$ cat config.mk
export PLATFORM = sky130hd
export DESIGN_NAME = obst_dp_unit
export DESIGN_NICKNAME = d
export VERILOG_FILES = /design/src/rtl/obst_pkg.sv /design/src/rtl/obst_dp_unit.sv
export SDC_FILE = /design/constraint.sdc
export NUM_CORES = 1
export LEC_CHECK = 0
export BUFFER_PORTS_ARGS = -buffer_cell sky130_fd_sc_hd__buf_4
export CAP_MARGIN = 20
export CELL_PAD_IN_SITES_DETAIL_PLACEMENT = 1
export CELL_PAD_IN_SITES_GLOBAL_PLACEMENT = 1
export CORE_MARGIN = 8
export CORE_UTILIZATION = 33
export DETAILED_ROUTE_END_ITERATION = 7
export GPL_TIMING_DRIVEN = 0
export PLACE_DENSITY_LB_ADDON = 0.1
export REMOVE_ABC_BUFFERS = 1
export SYNTH_ARGS = -nofsm -noshare
export SYNTH_HDL_FRONTEND = slang
export SYNTH_SLANG_ARGS = --single-unit
$ cat constraint.sdc
create_clock -name vclk -period 10
set_input_delay 3 -clock vclk [all_inputs]
set_output_delay 3 -clock vclk [all_outputs]
set_load 0.01 [all_outputs]
$ cat src/rtl/obst_pkg.sv
// Shared types, constants and helpers for the optimal BST builder.
package obst_pkg;

  localparam int MAX_KEYS    = 32;
  localparam int WEIGHT_BITS = 16;
  localparam int WT_W        = 16;
  localparam int KEY_W       = $clog2(MAX_KEYS + 1);
  localparam int IDX_W       = $clog2(MAX_KEYS);
  localparam int TAB_AW      = 2 * IDX_W;
  localparam int TAB_DEPTH   = 1 << TAB_AW;
  localparam int WTAB_DEPTH  = MAX_KEYS + 1;
  localparam int STK_DEPTH   = MAX_KEYS + 2;
  localparam int STK_AW      = $clog2(STK_DEPTH);
  localparam int SP_W        = $clog2(STK_DEPTH + 1);
  localparam int STK_W       = 2 * KEY_W;
  localparam int COST_W      = 32;

  localparam logic [WT_W-1:0]   WT_MASK = WT_W'((64'd1 << WEIGHT_BITS) - 64'd1);
  localparam logic [COST_W-1:0] INT_MAX = 32'h7FFF_FFFF;

  typedef struct packed {
    logic [WT_W-1:0] dummy_weight;
    logic [WT_W-1:0] key_weight;
    logic            last_item;
  } in_beat_t;

  typedef struct packed {
    logic [KEY_W-1:0]  key_index;
    logic [COST_W-1:0] tree_cost;
    logic              last_result;
  } out_beat_t;

  // Interval (i, j), both 1-based, maps to row i-1 and column j-1.
  function automatic logic [TAB_AW-1:0] tab_addr(input logic [KEY_W-1:0] i,
                                                 input logic [KEY_W-1:0] j);
    logic [KEY_W-1:0] im;
    logic [KEY_W-1:0] jm;
    im = i - KEY_W'(1);
    jm = j - KEY_W'(1);
    return {im[IDX_W-1:0], jm[IDX_W-1:0]};
  endfunction

endpackage

$ cat src/rtl/obst_dp_unit.sv
// Shared adder and strict less-than compare for the sequencer's arithmetic steps.
module obst_dp_unit
  import obst_pkg::*;
(
  input  logic [COST_W-1:0] add_a,
  input  logic [COST_W-1:0] add_b,
  input  logic [COST_W-1:0] best,
  output logic [COST_W-1:0] sum,
  output logic              less
);

  assign sum  = add_a + add_b;
  assign less = (sum < best);

endmodule

# After elaboration in Yosys (flattened, before gate mapping)
# Index checks and enable logic that the tools add are counted.
# word_totals
mem_bits_rw,0
wordCells,2
mem_count,0
romBits,0
latchBits,0
inputBits,96
reg_bits,0
# op_classes
eq_ne,0
n_mul,0
n_lt_le_gt_ge,1
div_mod_pow,0
muxes,0
n_addsub,1
n_reduce_logical,0
shifts,0
n_bitwise,0
# ops
op,count
32-bit adder,1
32-bit less-than comparator,1

# Longest topological paths before layout
# depth
ltp_word,2
ltp_mapped,15
mapped_depth_nobuf,15

# Least setup slack after synthesis
# Ideal clock, no wire load.
# synth_timing
path_kind,input -> output
start,input port add_a[0]
end,output port less
t_arrival_ps,6038
stages,15
path_slack_ps,962
path_cell_list,ha_1 -> fa_1 -> a21o_2 -> a221o_1 -> nand4_1 -> a21o_1 -> nor2b_1 -> xnor2_1 -> ha_1 -> a21o_1 -> a21o_1 -> a21o_1 -> a211oi_1 -> o211ai_1 -> a31oi_1
# synth_between
elab_chain_len,2
# synth_rtl
item,line_no,text
from (decl),obst_dp_unit.sv:5,"input logic [COST_W-1:0] add_a,"
32-bit adder,obst_dp_unit.sv:12,assign sum = add_a + add_b;
net sum[16],obst_dp_unit.sv:8,"output logic [COST_W-1:0] sum,"
32-bit less-than comparator,obst_dp_unit.sv:13,assign less = (sum < best);
to (decl),obst_dp_unit.sv:9,output logic less
# The timed path passes the listed nets, and every way through them passes these cells.

# Worst setup path in the final report
# layout_timing
start,input port add_a[0]
end,output port less
# layout_between
elab_chain_len,2
# layout_rtl
item,line_no
32-bit adder,obst_dp_unit.sv:12
32-bit less-than comparator,obst_dp_unit.sv:13
# Every way passes these cells.

==> impl_metrics.json <==
{
  "seq_area_um2": 0,
  "postRouteAntennaNets": 0,
  "cp_max_fo": 5,
  "pre_cts_slack_ns": 0.4129,
  "drt-vias-per-instance": 5.426,
  "final_cell_mix": "buf_4 (129), ha_1 (62), a21oi_1 (41)",
  "hold_path_class": "input pin to output pin",
  "routabilityCongestion": 0.8079,
  "crit_type": "input pin to output pin",
  "grt_pass1_wl_um": 17260,
  "rsz0062_at_grt": "no",
  "avgRoutedWirePerCell_um": 16.89,
  "cp.arrival_ns": 6.55,
  "grtUsageTotal_pct": 17.94,
  "dp_hpwl_um": 9226,
  "grt_pass1_vias": 3609,
  "maxSlewHeadroom_pct": 58.53,
  "yosysSeqAreaShare_pct": 0,
  "rows": 32,
  "final_util_pct": 47.83,
  "gr-total-overflow": 0,
  "cts_setup_buffers": 0,
  "cp-start-kind": "input pin",
  "setup_viol": 0,
  "p_per_area_nw_per_um2": 82.34,
  "maxCapViolations": 0,
  "start_util_pct": 34.08,
  "seq_cells": 0,
  "finalNetCount": 665,
  "nFillCells": 1052,
  "nClkBuffers": 0,
  "period_share_pct": 95.49,
  "wirelength_um": 10240,
  "cts_resized": 0,
  "coreArea_um2": 7727,
  "fin_hold_ws_ns": 6.320,
  "holdBufCountCts": 0,
  "synth_area_per_cell_um2": 6.859,
  "min_period_ns": 9.549,
  "design.portCount": 129,
  "p_leak_nw": 1.938,
  "setup_tns_ns": 0,
  "layout_commonest_cell": "buf_4",
  "diodes": 0,
  "fmax_mhz": 104.7,
  "numPortBuffers": 129,
  "dr.pass1.iters": 4,
  "vias": 3288,
  "crit_required_ns": 7.00,
  "drc_errors": 0,
  "final_max_slew_viol_count": 0,
  "peakVddDrop_mv": 0.03490,
  "die_area_um2": 11100,
  "synthCells": 384,
  "fin_ws_ns": 0.4505,
  "multi_input_area_um2": 2450,
  "ys_types": 53,
  "synth_warnings": 0,
  "grt_start_max_net_pins": 10,
  "die_x_um": 105.3,
  "antenna_found_initial": 0,
  "worstMarginPinSlew_ns": 0.6221,
  "finalHoldViolations": 0,
  "area_growth_pct": 40.33,
  "status": "completed",
  "synth_area_um2": 2634,
  "drive_gt1_share_pct": 27.78,
  "end_kind": "output pin",
  "drt_iter0_markers": 59,
  "die_y_um": 105.3
}
==> worst max-delay path, stage by stage <==
cell and delay (ns):
buf_4 0.11, ha_1 0.24, fa_1 0.43, a21o_2 0.22
a221o_1 0.38, nand4_1 0.19, a21o_1 0.25, nor2b_1 0.18
xnor2_1 0.10, ha_1 0.19, a21o_1 0.17, a21o_1 0.17
a21o_1 0.19, a211oi_1 0.21, o211ai_1 0.15, a31oi_1 0.21
buf_4 0.15
==> cells by family after synthesis <==
kind of cell             synth area share [%]
AND/OR/NAND/NOR                         21.33
XOR/XNOR                                7.981
AO/OA/AOI/OAI                           33.49
adder cells (fa/ha/maj)                 30.21
buffers and inverters                   6.983
==> stage by stage <==
| stage | instance area, um2 | power [mW] | std cells |
|---|---|---|---|
| final | 3696 | 0.3043 | 606 |
| after global routing | 3696 | 0.3398 | 606 |
| after CTS | 3696 | 0.3075 | 606 |
| after detailed placement | 3696 | 0.3054 | 606 |
| after global placement | 3696 | 0.2959 | 606 |
| after floorplan | 2600 | 0.1787 | 375 |
==> path summary, 6_finish.rpt <==
check	start	endpoint	depth (start not counted)
max	add_a[0]	less	17
min	add_b[0]	sum[0]	3
==> cell usage after synthesis (2+ instances only) <==
library cell | instances | area [um2]
xor2_1 | 11 | 96.34
ha_1 | 62 | 775.7
or3_1 | 4 | 25.02
o21a_1 | 2 | 15.01
xnor2_1 | 13 | 113.9
a21oi_1 | 41 | 205.2
nand3_1 | 8 | 40.04
o21ai_0 | 19 | 95.09
a211oi_1 | 7 | 52.55
a311oi_1 | 2 | 17.52
and3_1 | 4 | 25.02
nor3_1 | 9 | 45.04
o211ai_1 | 7 | 52.55
a221o_1 | 2 | 20.02
a221oi_1 | 3 | 26.28
clkbuf_1 | 9 | 33.78
and4_1 | 4 | 35.03
o2111ai_1 | 2 | 17.52
nor2b_1 | 3 | 18.77
a31oi_1 | 2 | 12.51
and2_1 | 5 | 31.28
nand4_1 | 11 | 68.82
a21o_1 | 19 | 142.6
nor4_1 | 2 | 12.51
a41oi_1 | 2 | 17.52
nand2_1 | 33 | 123.9
o21ai_1 | 8 | 40.04
a21o_2 | 2 | 17.52
inv_1 | 39 | 146.4
nor2_1 | 26 | 97.59
==> layout make-up <==
class              instances  area share (%)
inverters                 40           4.062
multi-input cells        335           66.28
well taps                102           3.453
repair buffers           129           26.20
==> power by group <==
| group | total, mW | internal (mW) | switching (mW) |
|---|---|---|---|
| combinational | 0.304 | 0.143 | 0.161 |
| sequential | 0 | 0 | 0 |
| clock | 0 | 0 | 0 |
==> routing by layer <==
layer | track usage, % | share of wire, % | vias to the layer above
met5 | 0 | 0 | -
met4 | 1.121 | 0.48 | 0
met3 | 3.776 | 6.4 | 5
met2 | 31.52 | 47 | 84
met1 | 22.75 | 46 | 1534
li1 | - | - | 1665
(Power assumes the default switching activity.)
