--- src/rtl/obst_ram.sv ---
// Generic single-write, single-read RAM with registered read data.
module obst_ram #(
  parameter int WIDTH = 8,
  parameter int DEPTH = 16,
  localparam int AW   = $clog2(DEPTH)
) (
  input  logic             clk,
  input  logic             we,
  input  logic [AW-1:0]    waddr,
  input  logic [WIDTH-1:0] wdata,
  input  logic             re,
  input  logic [AW-1:0]    raddr,
  output logic [WIDTH-1:0] rdata
);

  logic [WIDTH-1:0] mem [DEPTH];

  always_ff @(posedge clk) begin
    if (we) begin
      mem[waddr] <= wdata;
    end
    if (re) begin
      rdata <= mem[raddr];
    end
  end

endmodule

--- config.mk ---
export PLATFORM = sky130hd
export DESIGN_NAME = obst_ram
export DESIGN_NICKNAME = d
export VERILOG_FILES = /design/src/rtl/obst_ram.sv
export SDC_FILE = /design/constraint.sdc
export NUM_CORES = 1
export LEC_CHECK = 0
export ABC_AREA = 1
export BUFFER_PORTS_ARGS = -buffer_cell sky130_fd_sc_hd__buf_2
export CAP_MARGIN = 20
export CORE_MARGIN = 2
export CORE_UTILIZATION = 35
export DETAILED_ROUTE_END_ITERATION = 8
export PLACE_DENSITY = 0.47
export SETUP_SLACK_MARGIN = 0.3
export SLEW_MARGIN = 20
export SYNTH_ARGS = -nofsm -noshare
export SYNTH_HDL_FRONTEND = slang
export SYNTH_SLANG_ARGS = --single-unit
--- constraint.sdc ---
create_clock -name clk -period 2.3 [get_ports clk]
set_input_delay 0.345 -clock clk [delete_from_list [all_inputs] [get_ports clk]]
set_output_delay 0.345 -clock clk [all_outputs]
set_load 0.02 [all_outputs]
After elaboration in Yosys (flattened, before gate mapping). Memory sizes are Yosys's and may differ from the RTL's. A register that Yosys moved wholly into a read port is not among the register bits. Cells that the tools add are included.

Multiplexer cells: 2.

Operators by type and width (count): 1-bit two-way mux (2).

Memories kept: 1. Output and inout port bits: 8. Register bits after elaboration: 0. Input bits: 19. Bits in writable memories: 128. Logic and storage cells: 3.

Memory list: mem (words 16, bits a word 8, rd ports 1, clocked after Yosys merged registers in 1, write ports 1, RTL line 16) `logic [WIDTH-1:0] mem [DEPTH];`.

Longest topological paths before layout. Gate-level depths: netlist of run 1.

Depth after elaboration: 2. Gate-level depth with buffers: 8. Depth with buffers taken out: 7.

Worst setup path after synthesis of run 1. No wires, ideal clock.

Kind: input to register. Start: input port waddr[2]. End: memory mem[10][0], enable pin. Slack: 1.004 ns. Path buffers: 0. Library setup time: 0.370 ns. Stages on the path: 2. Required time: 1.930 ns. Data arrival time: 0.926 ns. Cell sequence: nand3b_1 -> nor2_1.

RTL lines: start, declared (RTL line 9) `input logic [AW-1:0] waddr,`; end, declared (RTL line 16).

Straight into the memory's write port.

==> results by stage, run 1 <==
Status:
- The flow ran to the end, and the final reports show no timing, DRC or antenna violations.

Global routing:
- For this run, the total global-route usage over all layers was measured as 0.176.
- The first global-routing pass estimated 22300 um of wire.
- The number of antenna violations at the first check in global routing is 0.
- The number of global-route vias before repair is 3796.
- Summed over all layers, the global routing overflow is 0.
- The largest net degree at the start of global routing is 65.

Yosys:
- Of the synthesized area, sequential elements account for 0.698.
- The Yosys step of the flow raised 0 warnings.
- The area fraction of the dominant cell type after synthesis is 0.698.
- Sorting the synthesized cells by area gives the leading types as edfxtp_1, nand2_1, nand3_1, inv_1, buf_6.
- The largest area contributor in the netlist is edfxtp_1.
- The synthesized flop and latch total is 136.
- In this run the mean area of a mapped cell was 10.6 um2.
- The number of distinct library cells after synthesis is 11.
- The number of nets in the synthesized netlist is 570.
- The cell count after synthesis came out at 551.
- The cell area that synthesis handed to floorplanning was 5850 um2.

Finish:
- The sequential standard cell area is 4080 um2.
- The multi-input combinational cells in the finished layout cover a total of 1210 um2.
- At the end of the flow the core is filled with cells to 0.415.
- 0 antenna diodes ended up in the layout.
- At the end of the flow, the number of nets in the layout was 610.
- The area growth from synthesis to layout is 16.8%.
- The layout cell share with drive strength beyond 1 is 0.126.
- The count of fill cells added during filler insertion is 1626.

Power and ir drop:
- The internal power contribution is 4580 uW.
- In this run the power spent charging and discharging nets is 1290 uW.
- VDD sags by at most 0.445 mV.
- Of the total power, combinational logic draws 0.061.
- The clock network fraction of total power is 0.461.
- The leakage power total is 0.00290 uW.
- Dividing total power by cell area gives a power density of 860 nW/um2.
- The switching portion of total power is 0.220.
- The relative contribution of sequential cells to total power is 0.479.

Drt:
- The highest layer touched by signal routing is met4.
- The met3 wire length is 560 um.
- The wire length on met2 is 6500 um.
- The count of unresolved DRC violations after routing is 0.
- The first detailed-routing pass took 4 iterations.
- For this block, the via count after detailed routing is 3796.
- The post-detailed-route count of antenna-violating nets is 0.
- Dividing the detail-routed via count by the number of cells gives 4.61.
- The met1 layer wirelength in the final routing is 6920 um.
- The routed design has 14400 um of wire.
- In the final routed layout, each cell accounts on average for 17.5 um.
- The DRC violation total after the first TritonRoute iteration is 376.

Floorplan:
- Row generation in the floorplan step produced 47 rows.
- The floorplan core area is 16500 um2.
- The top-level I/O count is 27.
- The initial utilization of the core area, before any placement, comes to 0.355.
- The vertical die dimension is 133 um.
- The die area is 17800 um2.
- The horizontal die dimension is 133 um.

STA:
- The setup skew after layout is 0.00744 ns.
- The pin slew with the least headroom to its limit is 0.789 ns.
- Setup total negative slack on the finished layout was measured at 0 ns.
- The final hold violation count came to 0.
- The total count of max-transition violations in the final report came to 0.
- Setup violations remaining at the end of the flow were counted as 0.
- In this run the tightest slew margin relative to its limit is 0.472.
- The time the final worst path needs with I/O delays and setup is 1.49 ns.
- The final period utilization is 0.648.
- Setup repair after global routing left no endpoint under its margin.
- The top achievable clock speed is 671 MHz.

Clock network:
- Clock-pin slew was measured on the worst setup and hold paths at 0.06 ns.
- After clock tree synthesis, the repair step resized 0 gates.
- The CTS tree is done.
- The clock network latency to the later pin of the worst-skew pair is 0.42 ns.
- The clock net in this run drives a total of 136 sinks.
- The number of clock buffers inserted by TritonCTS is 17.
- Post-CTS timing repair inserted 0 buffers for setup.
- The longest clock path from root to sink contains 2 buffers.
- The total number of H-tree levels is 4.
- CTS placed an instance of clkbuf_16 at the clock tree root.
- The number of buffers added to fix hold violations after cts is 0.

Setup path:
- The worst setup path is of the primary input to register kind.
- The kind of capture point of the worst setup path is a register.
- The worst endpoint data arrival time is 1.65 ns.
- Along the worst path, the maximum fanout reaches 64.
- STA classifies the critical path startpoint as a primary input.
- STA puts the critical path data required time at 2.46 ns.

Placement:
- Summed over all nets, the half-perimeter wirelength after detailed placement is 8930 um.
- The congestion estimate from routability-driven global placement came to 0.754.
- The quantity of I/O buffers inserted on ports is 26.

Hold path:
- The tightest min-delay check is of the primary input to register type.

Flow run:
- The max-cap violation count is 0.
[cells in the mapped netlist]
| master | n |
|---|---|
| inv_2 | 2 |
| nor2_1 | 17 |
| nand2_1 | 173 |
| buf_2 | 13 |
| buf_6 | 6 |
| buf_4 | 4 |
| nand3b_1 | 2 |
| edfxtp_1 | 136 |
| nand3_1 | 97 |
| buf_1 | 1 |
| inv_1 | 100 |
[path summary, 6_finish.rpt]
path	start	to	slack, ns	cells past startpoint
worst max-delay path	raddr[0]	rdata[4]	0.81	7
worst max register to register	mem[7][3]	rdata[3]	1.11	6
worst min register to register	mem[1][3]	rdata[3]	0.77	6
worst min-delay path	re	rdata[1]	0.29	1
[metrics by stage]
step / instances / total power (uW) / hold WS [ns] / setup WS [ns] / area, um2
after floorplan: 551 / 3070 / 0.444 / 1.00 / 5850
after global placement: 792 / 3220 / 0.725 / 0.376 / 6240
after detailed placement: 792 / 3230 / 0.722 / 0.376 / 6240
after CTS: 824 / 5940 / 0.266 / 0.842 / 6830
after global routing: 824 / 6070 / 0.279 / 0.680 / 6830
final: 824 / 5870 / 0.288 / 0.809 / 6830
[kinds of logic after synthesis]
group                  count (synthesis)  share of synthesized area
flip-flops                           136                      0.698
buffers and inverters                126                     0.0939
AND/OR/NAND/NOR                      289                      0.208
[sequential cells by signal (all words and copies together) (netlist names)]
register,count
mem,128
rdata,8
[layer usage]
metal,track usage,up-vias
met1,0.242,1825
met4,0.0910,0
li1,-,1865
met2,0.263,82
met5,0,-
met3,0.0381,24
[cell usage in the layout (no fill, tap or decap)]
| cell type | netlist | layout |
|---|---|---|
| nand3_1 | 97 | 97 |
| buf_4 | 4 | 18 |
| clkinv_2 | 0 | 3 |
| clkbuf_1 | 0 | 1 |
| buf_2 | 13 | 26 |
| inv_1 | 100 | 100 |
| nand3b_1 | 2 | 2 |
| nand2_1 | 173 | 173 |
| clkbuf_16 | 0 | 17 |
| clkinv_1 | 0 | 2 |
| buf_12 | 0 | 1 |
| clkinvlp_4 | 0 | 6 |
| bufinv_16 | 0 | 3 |
| inv_2 | 2 | 2 |
| edfxtp_1 | 136 | 136 |
| nor2_1 | 17 | 17 |
[power groups by stage]
stage / sequential (uW) / combinational [uW] / clock (uW)
global placement: 2860 / 359 / 0
global route: 2810 / 400 / 2860
CTS: 2810 / 364 / 2770
detailed placement: 2860 / 363 / 0
finish: 2810 / 356 / 2700
floorplan: 2870 / 196 / 0
[critical path: stages]
cell	delay, ns
buf_2	0.10
buf_4	0.54
nand2_1	0.12
nand3_1	0.11
nand3_1	0.11
nand3_1	0.13
nand2_1	0.11
[cell type report]
| type | count | share of cell area |
|---|---|---|
| sequential | 136 | 0.598 |
| multi-input combinational | 289 | 0.178 |
| clock buffer | 18 | 0.0629 |
| inverter | 102 | 0.0561 |
| timing repair buffer | 45 | 0.0418 |
| tap | 220 | 0.0403 |
| clock inverter | 14 | 0.0231 |
(Power assumes the default switching activity.)
==> run 2, diff against run 1 <==
ABC_AREA = 0   (was 1)
clock period = 1.53 ns   (was 2.3 ns; I/O delays follow)
==> run 2 against run 1 <==
Compared with the run above:
- clock power rose by 36%
- clock-buffer cell count rose by 4
- clock skew fell by 0.0030 ns
- critical endpoint is now rdata[5]
- hold slack got worse by 0.078 ns
- critical path depth fell by 4
- global-route usage fell by 3.1 points
- wire length fell by 25%
==> results by stage, run 2 <==
Yosys:
- The share of synthesized registers carrying an async set or reset came to 0 (unchanged).
- Among all cell types in the netlist, the one instantiated most often is edfxtp_1.
- The average cell area after synthesis was 22.8 um2 (+120%).
- The number of distinct library cells after synthesis is 18 (+7).
- In the synthesized netlist the dominant register cell turns out to be edfxtp_1.
- The area fraction of the dominant cell type after synthesis is 0.781 (+0.0828).
- The largest area contributor in the netlist is edfxtp_1.
- The number of warning messages in the yosys log is 0 (unchanged).
- After synthesis, the most frequently instantiated cells are edfxtp_1, mux4_2, a22oi_1.
- By area the synthesized netlist is led by edfxtp_1, mux4_2, mux4_1, a22oi_1, nor2_1.
- The total nets after synthesis is 248 (-56%).
- The proportion of synthesized chip area in sequential cells is 0.781 (+0.0828).
- The synthesized flop and latch total is 136 (unchanged).
- The number of flops mapped to enable cells by yosys came to 136 (unchanged).
- The post-synthesis instance area is 5230 um2 (-11%).
- The number of cells produced by synthesis was 229 (-58%).

Finish:
- The largest registers in the layout are mem x128, rdata x8.
- The layout cell share with drive strength beyond 1 is 0.407 (+0.282).
- In the layout the commonest cells are edfxtp_1, mux4_2, buf_2.
- The core utilization of the finished layout was 0.439 (+0.0244).
- The library cell used most frequently in the layout, excluding fill and tap cells, is edfxtp_1.
- The antenna cell count is 0 (unchanged).
- The area growth from synthesis to layout is 22.5%.
- The largest register by flop count is mem.
- The flip-flop count of the largest register after layout came to 128 (unchanged).
- The net total in the final layout is 307 (-50%).

Clock network:
- The total number of H-tree levels came to 4 (unchanged).
- The post-CTS setup-driven buffer insertion count is 0 (unchanged).
- The count of clock tree sinks is 136 (unchanged).
- The maximum clock insertion buffer count is 2 (unchanged).
- The clock network latency to the later pin of the worst-skew pair was 0.40 ns (-0.02 ns).
- The clock transition at the registers of the reported paths is 0.05 ns (about the same).
- The number of buffers added to fix hold violations after cts is 0 (unchanged).
- The number of clock buffers inserted by TritonCTS is 17 (unchanged).
- The CTS tree is done.
- The root buffer cell chosen for the clock tree is clkbuf_16.

STA:
- The final hold violation count was 0 (unchanged).
- The final-layout worst hold slack is 0.210 ns (-0.0783 ns).
- The worst path setup slack after routing came to 0.130 ns (-0.678 ns).
- Setup repair after global routing could not meet its margin everywhere.
- The setup skew after layout was 0.00440 ns (-0.00305 ns).
- The top achievable clock speed is 714 MHz.
- The max-slew headroom at the worst pin came to 0.360 (-0.112).
- Subtracting the final worst setup slack from the clock period gives 1.40 ns.
- The total count of max-transition violations in the final report came to 0 (unchanged).
- The final period utilization is 0.915.
- The final setup violation count came to 0 (unchanged).
- The pin slew with the least headroom to its limit is 0.957 ns (+0.168 ns).

Floorplan:
- The initial cell density of the core was 0.358 (+0.00323).
- The horizontal die dimension is 126 um (-5.3%).
- The site row count is 44 (-6.4%).
- The die area was 15900 um2 (-10%).
- The floorplan core area came to 14600 um2 (-11%).
- The vertical die dimension came to 126 um (-5.3%).
- The top-level I/O count is 27 (unchanged).

Placement:
- The last weighted congestion value of the routability-driven placer is 0.685 (-9.2%).
- The worst setup slack after placement is -0.333 ns (-0.709 ns).
- The quantity of I/O buffers inserted on ports came to 26 (unchanged).
- The half-perimeter wire length of the detailed placement result was 6880 um (-23%).

Drt:
- The count of unresolved DRC violations after routing is 0 (unchanged).
- The post-detailed-route wirelength per cell is 22.4 um (+28%).
- The via count came to 2461 (-35%).
- The post-detailed-route count of antenna-violating nets is 0 (unchanged).
- The iteration count of the initial detailed-routing pass came to 4 (unchanged).
- The post-detailed-routing wire length is 10800 um (-25%).
- The DRC violation total after the first TritonRoute iteration is 213 (-43%).
- The routed via count divided by cell count is 5.12 (+11%).

Setup path:
- The largest fanout on the critical path is 1 (-98%).
- The required time at the endpoint of the critical path is 1.68 ns (-0.78 ns).
- The total buffers and inverters traversed by the critical path came to 0 (-2).
- The critical path goes through mux4_2 -> a22oi_2 -> nand2_1.
- The worst endpoint data arrival time was 1.55 ns (-0.10 ns).
- The register-to-register setup slack is 0.13 ns (-0.98 ns).
- The family of cells with the greatest summed delay on the critical path is multiplexers.
- The maximum cell stage delay along the critical path is 0.48 ns (-0.06 ns).
- The kind of capture point of the worst setup path is a register.
- The critical path class is register to register.
- The count of cells along the worst register-to-register path is 3 (-3).
- The worst setup path is launched from a register.
- The capture instance of the worst register-to-register path is rdata[5].
- The cell with the biggest individual delay on the critical path is mux4_2.
- The launch point of the worst reg-to-reg path is mem[3][5].

Power and ir drop:
- The maximum vdd ir drop is 0.770 mV (+73%).
- The leakage power total is 0.00209 uW (-28%).
- The total power was 8380 uW (+43%).
- The power density relative to cell area is 1310 nW/um2 (+52%).

Hold path:
- The worst hold path begins at wdata[4].
- The tightest min-delay check is of the primary input to register type.
- The depth of the worst hold-timing path was 1 (unchanged).
- The hold path endpoint is mem[12][4].

Global routing:
- The global-route total usage across every layer is 0.145 (-0.0313).
- The global-route wire length before repair is 16200 um (-27%).
- The aggregate global routing overflow is 0 (unchanged).
- The number of global-route vias before repair was 2515 (-34%).
- The largest net degree at the start of global routing was 19 (-71%).
- The number of antenna violations at the first check in global routing is 0 (unchanged).

Status:
- The flow ran to the end, and the final reports show no timing, DRC or antenna violations.

Flow run:
- The max-cap violation count is 0 (unchanged).
[run 2: cell count changes after synthesis, moves of 4 or more]
cell     previous run  this run
inv_1             100         0
nand2_1           173         9
mux4_1              0        14
buf_2              13         3
mux4_2              0        18
nand3_1            97         1
a22oi_1             0        16
nor2_1             17        13
nor3_1              0         4
[run 2: metrics by stage]
step	TNS (ns)	instances	instance area, um2
2_1_floorplan	0	229	5260
3_3_place_gp	-2.06	453	5820
3_5_place_dp	-2.04	453	5820
4_1_cts	0	481	6390
5_1_grt	0	481	6400
6_report	0	481	6400
[run 2: power breakdown]
part           total (uW)  switching [uW]  internal (uW)
combinational         477             266            211
sequential           4230            24.7           4200
clock                3680            1330           2340
[run 2: what timing repair did]
| action | in CTS | in global routing |
|---|---|---|
| resized for setup | 12 | 4 |
| endpoints found under the hold margin | 0 | 0 |
| setup endpoints to repair | 10 | 11 |
| pin swaps | 2 | 0 |
[run 2: layer usage]
metal	vias up	GRT usage	routed length, um
met1	1320	0.209	5160
met2	50	0.213	5040
met5	-	0	0
met3	9	0.0374	417
li1	1082	-	-
met4	0	0.0524	132
[run 2: worst max path at each step]
stage / start / endpoint / slack (ns) / cells past startpoint
2_1_floorplan: raddr[0] / rdata[1] / 0.10 / 5
3_3_place_gp: raddr[0] / rdata[6] / -0.34 / 5
3_5_place_dp: raddr[0] / rdata[6] / -0.33 / 5
4_1_cts: mem[3][5] / rdata[5] / 0.10 / 3
5_1_grt: mem[3][5] / rdata[5] / 0.09 / 3
6_report: mem[3][5] / rdata[5] / 0.13 / 3
[run 2: worst register-to-register path: stages, from the launching register on]
cell and delay (ns):
edfxtp_1 0.37, mux4_2 0.48, a22oi_2 0.22, nand2_1 0.07
[run 2: cells by family (layout without fill, tap and decap cells)]
group,count (synthesis),count (layout),synth area share
simple gates,35,35,0.0314
compound gates,16,16,0.0230
flops,136,136,0.781
mux,32,32,0.148
buf+inv,10,78,0.0165
[run 2: final cells by class]
cell class,instances,area (um2)
fill,1233,8180
sequential,136,4080
multi-input combinational,83,1100
clock buffer,22,444
clock inverter,6,78.8
tap,184,230
timing repair buffer,50,467
==> run 3, diff against run 2 <==
CELL_PAD_IN_SITES_DETAIL_PLACEMENT = 0   (was default)
CELL_PAD_IN_SITES_GLOBAL_PLACEMENT = 1   (was default)
CORE_ASPECT_RATIO = 0.6   (was default)
PLACE_DENSITY = 0.52   (was 0.47)
clock period = 1.8 ns   (was 1.53 ns; I/O delays follow)
==> run 3 against run 2 <==
Compared with the run above:
- clock skew up 0.0040 ns
- critical path depth unchanged
- non-clock buffer count unchanged
- largest cell class unchanged
==> results by stage, run 3 (same netlist as run 2, synthesis figures left out) <==
Setup path:
- The cell with the biggest individual delay on the critical path is mux4_1.
- The count of cells along the worst register-to-register path came to 3 (unchanged).
- The launch point of the worst path is mem[9][5].
- Traced cell by cell, the critical path runs through mux4_1 -> a22oi_2 -> nand2_1.
- Following the worst setup path forward leads to its endpoint at rdata[5].
- The maximum cell stage delay along the critical path was 0.53 ns (+0.05 ns).
- The register-to-register setup slack is 0.35 ns (+0.22 ns).
- The endpoint identified for the worst register-to-register timing path is rdata[5].
- The worst endpoint data arrival time is 1.61 ns (+0.06 ns).
- The type of origin of the critical path is a register.
- The startpoint identified for the worst register-to-register timing path is mem[9][5].
- The worst setup path is captured at a register.
- The largest fanout on the critical path was 1 (unchanged).
- The required time at the endpoint of the critical path is 1.96 ns (+0.28 ns).
- The critical path class is register to register.

Drt:
- The DRC violation total after the first TritonRoute iteration came to 105 (-51%).
- The post-detailed-routing wire length came to 11300 um (+4.7%).
- The count of unresolved DRC violations after routing is 0 (unchanged).
- The post-detailed-route count of antenna-violating nets is 0 (unchanged).
- The via count is 2463 (+0.081%).
- The routed via count divided by cell count was 4.95 (-3.3%).
- The post-detailed-route wirelength per cell is 22.6 um (+1.1%).
- The iteration count of the initial detailed-routing pass is 4 (unchanged).

Floorplan:
- The horizontal die dimension was 162 um (+28%).
- The initial cell density of the core came to 0.359 (+0.000986).
- The floorplan core area is 14500 um2 (-0.27%).
- The top-level I/O count was 27 (unchanged).
- The die area is 16000 um2 (+0.20%).
- The vertical die dimension is 98.7 um (-22%).
- The site row count was 34 (-23%).

STA:
- The pin slew with the least headroom to its limit is 0.937 ns (-0.0192 ns).
- Setup repair after global routing left no endpoint under its margin.
- The max-slew headroom at the worst pin is 0.374 (+0.0139).
- The final hold violation count is 0 (unchanged).
- The final setup violation count is 0 (unchanged).
- The top achievable clock speed was 689 MHz (-3.6%).
- The setup skew after layout is 0.00842 ns (+0.00402 ns).
- The total count of max-transition violations in the final report was 0 (unchanged).
- The time the final worst path needs with I/O delays and setup is 1.45 ns (+0.0524 ns).
- The worst path setup slack after routing is 0.348 ns (+0.218 ns).
- The final period utilization is 0.807 (-0.108).
- The total negative setup slack is 0 ns (unchanged).

Global routing:
- The global-route total usage across every layer is 0.153 (+0.00817).
- The aggregate global routing overflow came to 0 (unchanged).
- The largest net degree at the start of global routing is 25 (+6).
- After global routing, the most crowded layer is met1.
- The number of antenna violations at the first check in global routing came to 0 (unchanged).
- The met2 track utilization from global routing is 0.218 (+0.00581).
- The number of global-route vias before repair is 2607 (+3.7%).
- The met3 capacity usage during global routing is 0.0404 (+0.00302).
- The met1 capacity usage during global routing came to 0.229 (+0.0191).
- The global-route wire length before repair is 16700 um (+3.0%).

Power and ir drop:
- The power density relative to cell area is 1180 nW/um2 (-9.7%).
- The relative contribution of sequential cells to total power is 0.478 (-0.026).
- The maximum vdd ir drop is 0.560 mV (-27%).
- The switching portion of total power is 0.198 (+0.00474).
- The clock network fraction of total power is 0.473 (+0.034).
- The net load switching power is 1490 uW (-8.3%).
- The combinational group share of total power came to 0.049 (-0.008).
- The total power is 7500 uW (-10%).
- The leakage power total is 0.00211 uW (+0.70%).
- The internal power contribution is 6010 uW (-11%).

Flow run:
- The max-cap violation count is 0 (unchanged).

Clock network:
- The count of clock tree sinks is 136 (unchanged).
- The total number of H-tree levels is 4 (unchanged).
- TritonCTS built the clock tree.
- The number of clock buffers inserted by TritonCTS is 17 (unchanged).
- The post-CTS setup-driven buffer insertion count came to 0 (unchanged).
- The number of buffers added to fix hold violations after cts was 0 (unchanged).
- The clock transition at the registers of the reported paths is 0.06 ns (about the same).
- The clock network latency to the later pin of the worst-skew pair is 0.41 ns (about the same).
- The master cell of the clock root buffer is clkbuf_16.
- The maximum clock insertion buffer count is 2 (unchanged).

Hold path:
- The worst hold path begins at wdata[5].
- The path category of the worst min-delay check is primary input to register.

Finish:
- The count of fill cells added during filler insertion is 1283 (+4.1%).
- The antenna cell count is 0 (unchanged).
- The sequential standard cell area came to 4080 um2 (unchanged).
- The largest register by flop count is mem.
- In the layout the commonest cells are edfxtp_1, buf_2, mux4_2.
- The largest registers in the layout are mem x128, rdata x8.
- The flip-flop count of the largest register after layout is 128 (unchanged).
- The area of all placed cells without fillers is 6350 um2 (-0.80%).
- Leaving out fill and tap cells, the most frequent cell in the layout is edfxtp_1.
- The multi-input gate area in the final layout came to 1070 um2 (-3.2%).
- The non-filler instance count after layout is 498 (+3.5%).
- The area growth from synthesis to layout is 21.5%.
- The net total in the final layout is 307 (unchanged).
- The layout cell share with drive strength beyond 1 is 0.377 (-0.0307).

Placement:
- The quantity of I/O buffers inserted on ports was 26 (unchanged).
- The worst setup slack after placement came to -0.0990 ns (+0.234 ns).
- The half-perimeter wire length of the detailed placement result was 7280 um (+5.7%).
- The cell count after placement came to 467 (+3.1%).
- The area of placed instances was 5720 um2 (-1.8%).
- The last weighted congestion value of the routability-driven placer is 0.707 (+3.2%).

Status:
- The run finished with clean final reports.
==> run 3: metrics by stage <==
stage,hold slack (ns),utilization
floorplan,0.369,-
global placement,0.669,0.393
detailed placement,0.681,0.393
CTS,0.243,0.435
global route,0.251,0.437
finish,0.248,0.437
==> run 3: power groups by stage <==
| stage | registers (uW) | logic, uW | clock network, uW |
|---|---|---|---|
| after global placement | 3650 | 362 | 0 |
| after floorplan | 3670 | 187 | 0 |
| after CTS | 3590 | 369 | 3620 |
| after detailed placement | 3660 | 368 | 0 |
| after global routing | 3590 | 400 | 3760 |
| final | 3590 | 367 | 3550 |
==> run 3: cell type report <==
class	instances	share of cell area
clock buffer	17	0.0670
timing repair buffer	50	0.0547
sequential	136	0.643
multi-input combinational	83	0.168
tap	198	0.0390
clock inverter	14	0.0288
==> run 3: worst min-delay path by stage <==
stage,endpoint,slack [ns],cells after the start
after floorplan,mem[0][0],0.37,0
after global placement,mem[15][2],0.67,1
after detailed placement,mem[14][1],0.68,1
after CTS,mem[0][7],0.24,1
after global routing,rdata[5],0.25,1
final,mem[0][5],0.25,1
==> run 3: metal layers <==
metal,vias to the layer above,wire (um)
met1,1317,5840
met2,43,4960
met3,8,349
met4,0,103
li1,1095,-
met5,-,0
==> run 3: worst max-delay path, delay by kind of cell, from the launching register on <==
kind | cells | cell delay, ns
compound gates | 1 | 0.24
flops | 1 | 0.37
mux | 1 | 0.53
simple gates | 1 | 0.07
==> run 3: what timing repair did <==
| action | in CTS | in global routing |
|---|---|---|
| pin swaps | 0 | 0 |
| hold endpoints to repair | 0 | 0 |
| setup endpoints to repair | 1 | 5 |
| gates resized for setup | 1 | 5 |
